--- src/hw/rtl/mssc_pkg.sv ---
// Shared types, register codes and digit helpers for the seven-segment counter.
// No dependencies; imported by the counter, display and top-level modules.
`timescale 1ns / 1ps
`default_nettype none

package mssc_pkg;

   // Configuration register indexes
   localparam logic [1:0] REG_COUNT_MODE = 2'd0;
   localparam logic [1:0] REG_PRESET     = 2'd1;
   localparam logic [1:0] REG_TICKS      = 2'd2;

   // Count modes (code 3 behaves as count up)
   localparam logic [1:0] MODE_UP   = 2'd0;
   localparam logic [1:0] MODE_DOWN = 2'd1;
   localparam logic [1:0] MODE_MMSS = 2'd2;

   localparam logic [7:0]  TICKS_RESET  = 8'd200;
   localparam logic [13:0] PRESET_MAX   = 14'd9999;
   localparam logic [7:0]  SECONDS_WRAP = 8'd60;
   localparam logic [7:0]  PAIR_WRAP    = 8'd100;
   localparam logic [6:0]  PAIR_MAX     = 7'd99;

   // Reciprocal of 100 as 5243 / 2^19, exact for values up to 9999
   localparam logic [12:0] RECIP_100 = 13'd5243;
   // Reciprocal of 10 as 205 / 2^11, exact for values up to 99
   localparam logic [7:0]  RECIP_10  = 8'd205;

   localparam logic [7:0] SEG_BLANK = 8'hFF;

   // Configuration seen by the counter core
   typedef struct packed {
      logic [1:0]  count_mode;
      logic [13:0] preset_value;   // already clamped to 9999
      logic [6:0]  preset_upper;   // preset_value / 100
      logic [7:0]  ticks_per_count;
   } cfg_type;

   // Count after the update of one beat plus the scan position it shows
   typedef struct packed {
      logic [6:0] upper_digits;
      logic [6:0] lower_digits;
      logic       done_flag;
      logic [1:0] scan_position;
   } view_type;

   function automatic logic [3:0] tens_of(input logic [6:0] pair);
      logic [14:0] prod;
      begin
         prod = {8'd0, pair} * {7'd0, RECIP_10};
         return prod[14:11];
      end
   endfunction

   function automatic logic [3:0] units_of(input logic [6:0] pair);
      logic [6:0] tens10;
      logic [6:0] diff;
      begin
         tens10 = {3'd0, tens_of(pair)} * 7'd10;
         diff   = pair - tens10;
         return diff[3:0];
      end
   endfunction

   // Active-low segment pattern, decimal point off
   function automatic logic [7:0] digit_pattern(input logic [3:0] digit);
      logic [7:0] pat;
      begin
         unique case (digit)
            4'd0:    pat = 8'hC0;
            4'd1:    pat = 8'hF9;
            4'd2:    pat = 8'hA4;
            4'd3:    pat = 8'hB0;
            4'd4:    pat = 8'h99;
            4'd5:    pat = 8'h92;
            4'd6:    pat = 8'h82;
            4'd7:    pat = 8'hF8;
            4'd8:    pat = 8'h80;
            4'd9:    pat = 8'h90;
            default: pat = SEG_BLANK;
         endcase
         return pat;
      end
   endfunction

endpackage

`default_nettype wire

--- src/hw/rtl/mssc_counter.sv ---
// Counter core: prescaler, digit pairs, finished flag and scan position.
// Depends on mssc_pkg for cfg_type, view_type and mode codes.
`timescale 1ns / 1ps
`default_nettype none

module mssc_counter
   import mssc_pkg::*;
(
   input  wire logic     clock,
   input  wire logic     reset,
   input  wire logic     advance,     // a beat moves to the result register
   input  wire logic     run,
   input  wire logic     start_req,
   input  wire cfg_type  cfg,
   output view_type      view
);

   logic [7:0] prescale_ff, prescale_in;
   logic [6:0] upper_ff, upper_in;
   logic [6:0] lower_ff, lower_in;
   logic [1:0] scan_ff, scan_in;
   logic       done_ff, done_in;

   logic [13:0] upper_x100;
   logic [13:0] preset_rem;
   logic [8:0]  prescale_next;
   logic [8:0]  period;
   logic        count_tick;
   logic [7:0]  lower_inc;
   logic [7:0]  upper_inc;
   logic [7:0]  wrap;
   logic [1:0]  shown_scan;

   // lower preset pair: preset - 100 * upper, done with shifts and adds
   assign upper_x100 = {1'b0, cfg.preset_upper, 6'd0} + {2'b0, cfg.preset_upper, 5'd0}
                     + {5'd0, cfg.preset_upper, 2'd0};
   assign preset_rem = cfg.preset_value - upper_x100;

   // prescaler, zero ticks means 256
   assign prescale_next = {1'b0, prescale_ff} + 9'd1;
   assign period        = (cfg.ticks_per_count == 8'd0) ? 9'd256
                                                        : {1'b0, cfg.ticks_per_count};
   assign count_tick    = (prescale_next >= period);

   assign lower_inc = {1'b0, lower_ff} + 8'd1;
   assign upper_inc = {1'b0, upper_ff} + 8'd1;
   assign wrap      = (cfg.count_mode == MODE_MMSS) ? SECONDS_WRAP : PAIR_WRAP;

   // next count state
   always_comb begin
      prescale_in = prescale_ff;
      upper_in    = upper_ff;
      lower_in    = lower_ff;
      done_in     = done_ff;
      shown_scan  = scan_ff;
      priority if (start_req) begin
         if (cfg.count_mode == MODE_DOWN) begin
            upper_in = cfg.preset_upper;
            lower_in = preset_rem[6:0];
         end else begin
            upper_in = 7'd0;
            lower_in = 7'd0;
         end
         prescale_in = 8'd0;
         done_in     = 1'b0;
         shown_scan  = 2'd0;
      end else if (run && !done_ff) begin
         if (!count_tick) begin
            prescale_in = prescale_next[7:0];
         end else begin
            prescale_in = 8'd0;
            if (cfg.count_mode == MODE_DOWN) begin
               if (lower_ff != 7'd0) begin
                  lower_in = lower_ff - 7'd1;
               end else if (upper_ff != 7'd0) begin
                  lower_in = PAIR_MAX;
                  upper_in = upper_ff - 7'd1;
               end else begin
                  done_in = 1'b1;
               end
            end else begin
               if (lower_inc >= wrap) begin
                  lower_in = 7'd0;
                  upper_in = (upper_inc >= PAIR_WRAP) ? 7'd0 : upper_inc[6:0];
               end else begin
                  lower_in = lower_inc[6:0];
               end
            end
         end
      end
   end

   assign scan_in = shown_scan + 2'd1;

   // state registers, updated once per processed beat
   always_ff @(posedge clock) begin
      if (reset) begin
         prescale_ff <= 8'd0;
         upper_ff    <= 7'd0;
         lower_ff    <= 7'd0;
         scan_ff     <= 2'd0;
         done_ff     <= 1'b0;
      end else if (advance) begin
         prescale_ff <= prescale_in;
         upper_ff    <= upper_in;
         lower_ff    <= lower_in;
         scan_ff     <= scan_in;
         done_ff     <= done_in;
      end
   end

   assign view.upper_digits  = upper_in;
   assign view.lower_digits  = lower_in;
   assign view.done_flag     = done_in;
   assign view.scan_position = shown_scan;

endmodule

`default_nettype wire

--- src/hw/rtl/mssc_display.sv ---
// Display decode: picks the scanned digit, maps it to segments and enables.
// Depends on mssc_pkg for view_type and the digit helpers.
`timescale 1ns / 1ps
`default_nettype none

module mssc_display
   import mssc_pkg::*;
(
   input  wire view_type   view,
   output logic [7:0]      segments,
   output logic [3:0]      digit_enables
);

   logic [3:0] digit;

   // digit select and active-low enable per scan position
   always_comb begin
      unique case (view.scan_position)
         2'd0: begin
            digit         = units_of(view.lower_digits);
            digit_enables = 4'b0111;
         end
         2'd1: begin
            digit         = tens_of(view.lower_digits);
            digit_enables = 4'b1011;
         end
         2'd2: begin
            digit         = units_of(view.upper_digits);
            digit_enables = 4'b1101;
         end
         default: begin
            digit         = tens_of(view.upper_digits);
            digit_enables = 4'b1110;
         end
      endcase
   end

   assign segments = digit_pattern(digit);

endmodule

`default_nettype wire

--- src/hw/rtl/multiplexed_seven_segment_counter_top.sv ---
// Usage notes:
// Four-digit multiplexed seven-segment counter (stopwatch). Each beat on the
// req_ channel is one scan tick carrying run and start_req; each tick yields
// exactly one beat on the rsp_ channel with the active-low segment pattern,
// the active-low digit enable, both decimal pairs and the finished flag.
// Registers (count mode, preset, ticks per count) are written on the csr_
// channel, always ready; the user must write them only while no tick is in
// flight, and the block itself does not enforce this.
// An accepted beat is held in the input register, and its result is loaded
// into the output register once that register is free; rsp_tvalid then
// rises. Throughput is one beat per cycle while rsp_tready stays high; the
// count update and digit decode sit in one short path between the two
// registers. When rsp_tready is low the result holds in the output register,
// the input register takes one more beat only if it is empty, and req_tready
// then drops until the result is taken.
// Reset (synchronous, active high) empties both registers, clears the count,
// prescaler, scan and finished flag, and sets ticks per count to 200.
// Files: mssc_pkg, mssc_counter, mssc_display.
`timescale 1ns / 1ps
`default_nettype none

module multiplexed_seven_segment_counter_top
   import mssc_pkg::*;
(
   input  wire logic        clock,
   input  wire logic        reset,
   // input tick stream
   input  wire logic        req_tvalid,
   output logic             req_tready,
   input  wire logic [7:0]  req_tdata,    // [0] run, [1] start_req, [7:2] zero
   // result stream
   output logic             rsp_tvalid,
   input  wire logic        rsp_tready,
   output logic [31:0]      rsp_tdata,    // [7:0] segments, [11:8] digit_enables,
                                          // [18:12] high_pair, [25:19] low_pair,
                                          // [26] finished, [31:27] zero
   // register writes
   input  wire logic        csr_valid,
   output logic             csr_ready,
   input  wire logic [1:0]  csr_index,
   input  wire logic [13:0] csr_data
);

   logic        in_valid_ff;
   logic        in_run_ff;
   logic        in_start_ff;
   logic        rsp_valid_ff;
   logic [31:0] rsp_data_ff, rsp_data_in;

   logic [1:0]  mode_ff;
   logic [13:0] preset_ff;
   logic [6:0]  preset_upper_ff;
   logic [7:0]  ticks_ff;

   logic        out_free;
   logic        advance;
   logic        csr_fire;
   logic [13:0] preset_clamped;
   logic [26:0] preset_prod;
   cfg_type     cfg;
   view_type    view;
   logic [7:0]  segments;
   logic [3:0]  digit_enables;

   // register port
   assign csr_ready      = 1'b1;
   assign csr_fire       = csr_valid && csr_ready;
   assign preset_clamped = (csr_data > PRESET_MAX) ? PRESET_MAX : csr_data;
   assign preset_prod    = {13'd0, preset_clamped} * {14'd0, RECIP_100};

   always_ff @(posedge clock) begin
      if (reset) begin
         mode_ff         <= MODE_UP;
         preset_ff       <= 14'd0;
         preset_upper_ff <= 7'd0;
         ticks_ff        <= TICKS_RESET;
      end else if (csr_fire) begin
         unique case (csr_index)
            REG_COUNT_MODE: mode_ff <= csr_data[1:0];
            REG_PRESET: begin
               preset_ff       <= preset_clamped;
               preset_upper_ff <= preset_prod[25:19];
            end
            REG_TICKS:      ticks_ff <= csr_data[7:0];
            default: ;
         endcase
      end
   end

   assign cfg.count_mode      = mode_ff;
   assign cfg.preset_value    = preset_ff;
   assign cfg.preset_upper    = preset_upper_ff;
   assign cfg.ticks_per_count = ticks_ff;

   // handshake: input register drains whenever the output register is free
   assign out_free   = !rsp_valid_ff || rsp_tready;
   assign advance    = in_valid_ff && out_free;
   assign req_tready = !in_valid_ff || advance;

   always_ff @(posedge clock) begin
      if (reset) begin
         in_valid_ff <= 1'b0;
      end else if (req_tready) begin
         in_valid_ff <= req_tvalid;
      end
   end

   always_ff @(posedge clock) begin
      if (req_tready && req_tvalid) begin
         in_run_ff   <= req_tdata[0];
         in_start_ff <= req_tdata[1];
      end
   end

   mssc_counter u_counter (
      .clock     (clock),
      .reset     (reset),
      .advance   (advance),
      .run       (in_run_ff),
      .start_req (in_start_ff),
      .cfg       (cfg),
      .view      (view)
   );

   mssc_display u_display (
      .view          (view),
      .segments      (segments),
      .digit_enables (digit_enables)
   );

   // result register
   assign rsp_data_in = {5'd0, view.done_flag, view.lower_digits, view.upper_digits,
                         digit_enables, segments};

   always_ff @(posedge clock) begin
      if (reset) begin
         rsp_valid_ff <= 1'b0;
      end else if (out_free) begin
         rsp_valid_ff <= advance;
      end
   end

   always_ff @(posedge clock) begin
      if (advance) begin
         rsp_data_ff <= rsp_data_in;
      end
   end

   assign rsp_tvalid = rsp_valid_ff;
   assign rsp_tdata  = rsp_data_ff;

endmodule

`default_nettype wire

--- config.mk ---
export PLATFORM = sky130hd
export DESIGN_NAME = multiplexed_seven_segment_counter_top
export DESIGN_NICKNAME = d
export VERILOG_FILES = /design/src/hw/rtl/mssc_pkg.sv /design/src/hw/rtl/mssc_counter.sv /design/src/hw/rtl/mssc_display.sv /design/src/hw/rtl/multiplexed_seven_segment_counter_top.sv
export SDC_FILE = /design/constraint.sdc
export NUM_CORES = 1
export LEC_CHECK = 0
export ABC_CLOCK_PERIOD_IN_PS = 19650
export BUFFER_PORTS_ARGS = -buffer_cell sky130_fd_sc_hd__buf_2
export CAP_MARGIN = 10
export CELL_PAD_IN_SITES_DETAIL_PLACEMENT = 0
export CELL_PAD_IN_SITES_GLOBAL_PLACEMENT = 1
export CORE_ASPECT_RATIO = 2
export CORE_MARGIN = 2
export CORE_UTILIZATION = 40
export CTS_CLUSTER_SIZE = 10
export DETAILED_ROUTE_END_ITERATION = 6
export PLACE_DENSITY_LB_ADDON = 0.1
export SLEW_MARGIN = 30
export SYNTH_ARGS = -nofsm -noshare
export SYNTH_HDL_FRONTEND = slang
export SYNTH_SLANG_ARGS = --single-unit
export TNS_END_PERCENT = 10
--- constraint.sdc ---
create_clock -name clock -period 19.65 [get_ports clock]
set_input_delay 0.9825 -clock clock [delete_from_list [all_inputs] [get_ports clock]]
set_output_delay 0.9825 -clock clock [all_outputs]
set_load 0.02 [all_outputs]
* Yosys cells after proc, flatten, opt, wreduce, memory -nomap -nowiden
Memories as Yosys holds them, arrays and structs flattened. A register that Yosys moved wholly into a read port is not among the register bits.
Index checks and enable logic that the tools add are counted.
** Storage, ports and cells
- Bits of input ports :: 29
- Output and inout port bits :: 35
- RAM bits :: 0
- Bits in latches :: 0
- Word-level logic and storage cells :: 91
- Memories :: 1
- Memory bits (read-only) :: 112
- Bits in registers :: 80
** Operators by class
- Div/mod/pow operators :: 0
- Multiply operators :: 5
- $lt $le $gt $ge :: 4
- Add/sub/neg operators :: 11
- Equal/unequal tests :: 6
- Mux-type cells :: 32
- Shift-type cells :: 0
- Bitwise gates (word level) :: 0
- Reduce and logical (&&, ||, !) cells :: 18
** Memories
- (name not given) :: depth 16, width 7, rd ports 1, clocked after Yosys merged registers in 1, wr ports 0, RTL line mssc_pkg.sv:69 : unique case (digit)
** Operator list (count)
- $mux 7 :: 18
- $mul 7x8->15 const B :: 2
- $mul 14x13->26 const B :: 1
- $mux 8 :: 3
- $pmux 4 s3 :: 2
- $add 7x1->8 const B :: 2
- $add 7x7->7 :: 2
- $gt 14x14->1 const B :: 1
- $mux 14 :: 1
- $reduce_bool 7->1 :: 2
- $sub 7x1->7 const B :: 2
- $add 8x1->9 const B :: 1
- $ge 9x9->1 :: 1
- $mux 9 :: 1
- $ge 8x7->1 const B :: 1
- $ge 8x8->1 :: 1
- $logic_not 8->1 :: 1
- $mul 4x3->3 const B :: 2
- $reduce_and 2->1 :: 4
- $sub 4x4->4 :: 2
- $sub 7x7->7 :: 1
- $eq 2x1->1 const B :: 3
- $eq 2x2->1 const B :: 3
- $mux 1 :: 6
- 7 further kinds :: 13

* Longest topological paths before layout
- Depth after elaboration :: 12
- Gate-level depth with buffers :: 42
- Depth with buffers taken out :: 41

* By module
From an unflattened synthesis, not the netlist that was laid out.
** Unflattened totals
- Cell total of the unflattened synthesis :: 1236
- Area, all modules :: 10984.3 um2
** By module, submodules not included
- multiplexed_seven_segment_counter_top :: cells each 566, instances 1, sequential area each 1531.5 um2, area each 5764.3 um2
- mssc_counter :: cells each 417, instances 1, sequential area each 500.5 um2, area each 2979.1 um2
- mssc_display :: cells each 253, instances 1, sequential area each 0.0 um2, area each 2240.9 um2

* Worst setup path after synthesis
Ideal clock, no wire load.
- Path kind :: register to register
- Start point :: register u_counter.lower_ff[0]
- End point :: register rsp_data_ff[0], in the netlist rsp_tdata[0], data pin
- Setup time :: 267 ps
- Stages on the path, launching flop included :: 39
- Setup slack :: 11458 ps
- Buffers on the path :: 1
- Period minus slack after synthesis :: 8192 ps
- Data arrival time :: 7926 ps
- Data required time :: 19383 ps
- Path through :: dfxtp_1 ha_1 nand3_1 nor2_1 xor2_1 ha_1 nand3_1 a2bb2oi_4 o22ai_4 or3_4 buf_6 o21ai_0 nor2b_1 a2111oi_0 o32ai_1 ha_1 inv_1 fa_1 [... 3 more ...] fa_1 inv_1 ha_1 a21o_1 a21o_1 a21oi_1 o21ai_0 and2b_4 xnor2_1 ha_1 fa_1 xnor2_1 xnor3_1 nor4_4 nor4_4 a32oi_4 nand2b_4 o211ai_1
** Between the ends
- Longest elaborated chain between the ends :: 11
- Elaborated cells on any way between the ends :: 24
- Those cells by class :: add/sub: 4; mul: 4; order compare: 1; mux: 14; reduce/logical: 1
** Ends and longest elaborated chain
- start, declared :: RTL line mssc_counter.sv:20 : logic [6:0] lower_ff, lower_in;
- start signal, assigned :: RTL line mssc_counter.sv:106 : lower_ff <= lower_in;
- $add 7x1->8 :: RTL line mssc_counter.sv:45 : assign lower_inc = {1'b0, lower_ff} + 8'd1;
- $ge 8x8->1 :: RTL line mssc_counter.sv:82 : if (lower_inc >= wrap) begin
- $mux 7 :: RTL line mssc_counter.sv:82
- $mux 7 * :: RTL line mssc_counter.sv:72 : if (cfg.count_mode == MODE_DOWN) begin
- $mux 7 * :: RTL line mssc_counter.sv:68 : if (!count_tick) begin
- $mux 7 * :: RTL line mssc_counter.sv:67 : end else if (run && !done_ff) begin
- $mux 7 * :: RTL line mssc_counter.sv:56 : priority if (start_req) begin
- via u_counter.lower_in[4] :: RTL line mssc_counter.sv:20
- $mul 7x8->15 * :: RTL line mssc_pkg.sv:50 : prod = {8'd0, pair} * {7'd0, RECIP_10};
- $mul 4x3->3 :: RTL line mssc_pkg.sv:59 : tens10 = {3'd0, tens_of(pair)} * 7'd10;
- $sub 4x4->4 :: RTL line mssc_pkg.sv:60 : diff = pair - tens10;
- $pmux 4 s3 * :: RTL line mssc_display.sv:18 : unique case (view.scan_position)
- end, declared :: RTL line multiplexed_seven_segment_counter_top.sv:48 : logic [31:0] rsp_data_ff, rsp_data_in;
The timed path passes the listed nets; every way through them passes the cells marked *.
A chain may end at the register's enable or synchronous reset.

* Worst setup path in the final report
- Start point :: register u_counter.lower_ff[0]
- End point :: register rsp_data_ff[3], in the netlist rsp_tdata[3], data pin
** Between the ends
- Longest elaborated chain between the ends :: 11
- Elaborated cells on any way between the ends :: 24
- Those cells by class :: add/sub: 4; mul: 4; order compare: 1; mux: 14; reduce/logical: 1
** Ends and longest elaborated chain
- $add 7x1->8 :: RTL line mssc_counter.sv:45
- $ge 8x8->1 :: RTL line mssc_counter.sv:82
- $mux 7 :: RTL line mssc_counter.sv:82
- $mux 7 * :: RTL line mssc_counter.sv:72
- $mux 7 * :: RTL line mssc_counter.sv:68
- $mux 7 * :: RTL line mssc_counter.sv:67
- $mux 7 * :: RTL line mssc_counter.sv:56
- via u_counter.upper_in[1] :: RTL line mssc_counter.sv:19 : logic [6:0] upper_ff, upper_in;
- $mul 7x8->15 :: RTL line mssc_pkg.sv:50
- $mul 4x3->3 :: RTL line mssc_pkg.sv:59
- $sub 4x4->4 :: RTL line mssc_pkg.sv:60
- $pmux 4 s3 * :: RTL line mssc_display.sv:18
Marks and branches as above.

==> summary.md <==
| Metric | Value |
|---|---|
| Crit end category | `register` |
| Vias per cell | `between 5 and 6` |
| Ys flop type | `dfxtp_1` |
| P&R area growth vs syn | `8.169%` |
| Post-synthesis sequential area ratio | `17.88%` |
| First-pass GRT wire length | `44130 um` |
| Initial core utilization | `40.60%` |
| Top-level I/O count | `between 60 and 70` |
| Die Area | `27420 um^2` |
| Nets | `1489` |
| Startpoint Class | `register` |
| Routed WL | `27230 um` |
| Max_slew headroom | `37.76%` |
| CORE AREA | `25650 um^2` |
| Via count | `7952` |
| Post-Synth Simple-Gate Area | `around 14%` |
| Main combinational cell family by area after synthesis | `adder cells` |
| Post-CTS Setup Bufs | `0` |
| Status | `complete, no violations` |
| Final Cell Area | `between 10000 and 15000 um^2` |
| CTS sink count | `79` |
| Finished Layout Cells | `~1500` |
| Fin crit period | `9336 ps` |
| Period utilization | `47.51%` |
| Antenna-violating nets left | `0` |
| Cells after synthesis | `1149` |
| Largest net degree at the start of global routing | `53` |
| Synth Area in Compound Gates | `14.25%` |
| CP dominant cell by count | `ha_1` |
| CP top delay family | `adder cells` |
| Critical path required time | `19760 ps` |
| VDD IR-drop max | `0.08447 mV` |
| Dpl cell area | `10960 um^2` |
| Fin. Hold Viols | `0` |
| Share of cells above drive strength 1 | `10.45%` |
| Hold Crit Class | `register to register` |
| Synthesized area per cell | `9.064 um^2` |
| Max-cap violations | `0` |
| Synth async-reset ratio | `0%` |
| XOR/XNOR Fraction of Synth Area | `between 3 and 4%` |
| Drt initial violations | `between 200 and 250` |
| Synthesized flop and latch total | `79` |
| Fin. max-slew vios | `0` |
| EDFF count, synth | `28` |
| H-tree depth | `3` |
| Multiplexer share of the synthesized area | `1.165%` |
| Hold_buf cts | `0` |
| PortBufs | `50` |
| Routed length per instance | `17.83 um` |
| DRC errors left | `0` |
| Placer Congestion | `0.8784` |
| CP peak stage delay | `510 ps` |
| Clock skew | `about 7.7 ps` |
| Total GRT Usage | `21.04%` |
| CTS Buffer Depth | `2` |
| Worst Max-Slew Pin Slew | `933.6 ps` |
| Power, Total | `around 0.91 mW` |
| Yosys warnings | `0` |
| Synth cell types | `90` |
| Leak | `between 5 and 6 nW` |
| Clk root buf | `clkbuf_16` |
| Crit path kind | `register to register` |
| Die width | `~120 um` |
| Cell Pwr Density | `approximately 81 nW/um^2` |
| CP Buf/Inv Count | `5` |
| DPL Wire Length | `between 20000 and 25000 um` |
| Fmax | `between 0.1 and 0.15 GHz` |
| Synth Area in Adders | `39.09%` |
| Crit path DAT | `9440 ps` |
| WHS | `455.5 ps` |
| Clock-pin slew on the worst setup and hold paths | `60 ps` |
| Initial antenna violation count | `0` |
| Fill cells | `about 2700` |
| Grt ovf | `0` |
| Ant diodes | `0` |
| Critical-path top delay cell | `dfxtp_1` |
| RSZ-0062 raised after global routing | `no` |
| Final Setup Violations | `0` |
| Syn Std Cell Area | `10410 um^2` |
| CTS buffer count | `9` |
| FP Rows | `83` |
| Vias in the first global route | `8444` |
| CTS tree | `done` |
| Post-CTS resize count | `0` |
| Final setup TNS | `0 ps` |
| Worst-skew pair later-pin latency | `between 300 and 400 ps` |
| CP Max Fanout | `11` |
| Die boundary height | `232.2 um` |
| Placed cell count | `1511` |
| First-pass iteration count of the detailed router | `4` |
worst reg2reg max path, delay by kind of cell, from the launching register on:
kind | cells | cell delay, ps
AO/OA/AOI/OAI | 12 | 2600
XOR/XNOR | 3 | 660
adder cells (fa/ha/maj) | 8 | 2650
buffers and inverters | 5 | 540
flip-flops | 1 | 510
AND/OR/NAND/NOR | 10 | 2140
cell usage in the layout, fill, tap and decap left out, drive strengths merged, types with 13 or more instances in the layout:
master	instances
nand2b	18
a22oi	14
a211oi	18
o21ai	31
a21o	13
a21oi	43
ha	199
xor2	14
nand3	19
buf	58
nand2	75
fa	79
nor4	13
nor3	15
inv	218
dfxtp	51
xnor2	29
nor2	89
edfxtp	28
cell families after synthesis:
group	count (synthesis)
adder cells (fa/ha/maj)	278
flip-flops	79
AND/OR/NAND/NOR	279
AO/OA/AOI/OAI	200
XOR/XNOR	44
multiplexers	12
other	2
buffers and inverters	255
synthesized netlist by cell type (18+ instances only):
cell	number	share of area [%]
nor2_1	83	3.0
inv_1	211	7.6
nand2_1	72	2.6
edfxtp_1	28	8.1
ha_1	199	24
dfxtp_1	51	9.8
fa_1	79	15
nand3_1	18	0.87
xnor2_1	28	2.4
o21ai_0	23	1.1
a21oi_1	43	2.1
clkbuf_1	21	0.76
report_power, final:
part / switching [mW] / internal, mW
logic: 0.308 / 0.233
clock network: 0.0768 / 0.0997
registers: 0.0104 / 0.181
total: 0.395 / 0.514
metal layers:
metal	GRT usage, %	vias to the layer above	share of wire, %
met5	0	-	0
met4	13.18	0	6.0
met2	44.09	118	60
li1	-	3948	-
met1	18.33	3828	32
met3	1.965	58	1.5
final timing paths:
| kind | startpoint | to | slack [ps] | cells after the start |
|---|---|---|---|---|
| setup reg to reg | u_counter.lower_ff[0]$_SDFFE_PP0P_ | rsp_tdata[3]$_DFFE_PP_ | 10310 | 38 |
| hold / removal | preset_ff[5]$_SDFFE_PP0P_ | preset_ff[5]$_SDFFE_PP0P_ | 460 | 2 |
| setup / recovery | u_counter.lower_ff[0]$_SDFFE_PP0P_ | rsp_tdata[3]$_DFFE_PP_ | 10310 | 38 |
| hold reg to reg | preset_ff[5]$_SDFFE_PP0P_ | preset_ff[5]$_SDFFE_PP0P_ | 460 | 2 |
state kept, by name, indices dropped and copies added, names as in the netlist:
register and cells:
in_run_ff 1, in_start_ff 1, in_valid_ff 1, mode_ff 2, preset_ff 7, preset_upper_ff 7, rsp_tdata 26, rsp_tvalid 1
ticks_ff 8, u_counter.done_ff 1, u_counter.lower_ff 7, u_counter.prescale_ff 8, u_counter.scan_ff 2, u_counter.upper_ff 7
per-stage QoR:
stage | util [%] | setup WS, ps
floorplan | - | 11460
global placement | 42.73 | 10390
detailed placement | 42.73 | 10280
CTS | 43.90 | 10240
global route | 43.92 | 9684
finish | 43.92 | 10310
layout make-up:
cell class	instances	area, um^2	area share, %
clock inverter	7	75.07	0.6664
clock buffer	9	225.2	1.999
inverter	214	803.3	7.130
multi-input combinational	820	7565	67.15
timing repair buffer	58	310.3	2.754
tap	340	425.4	3.776
sequential	79	1862	16.53
(Power assumes the default switching activity.)
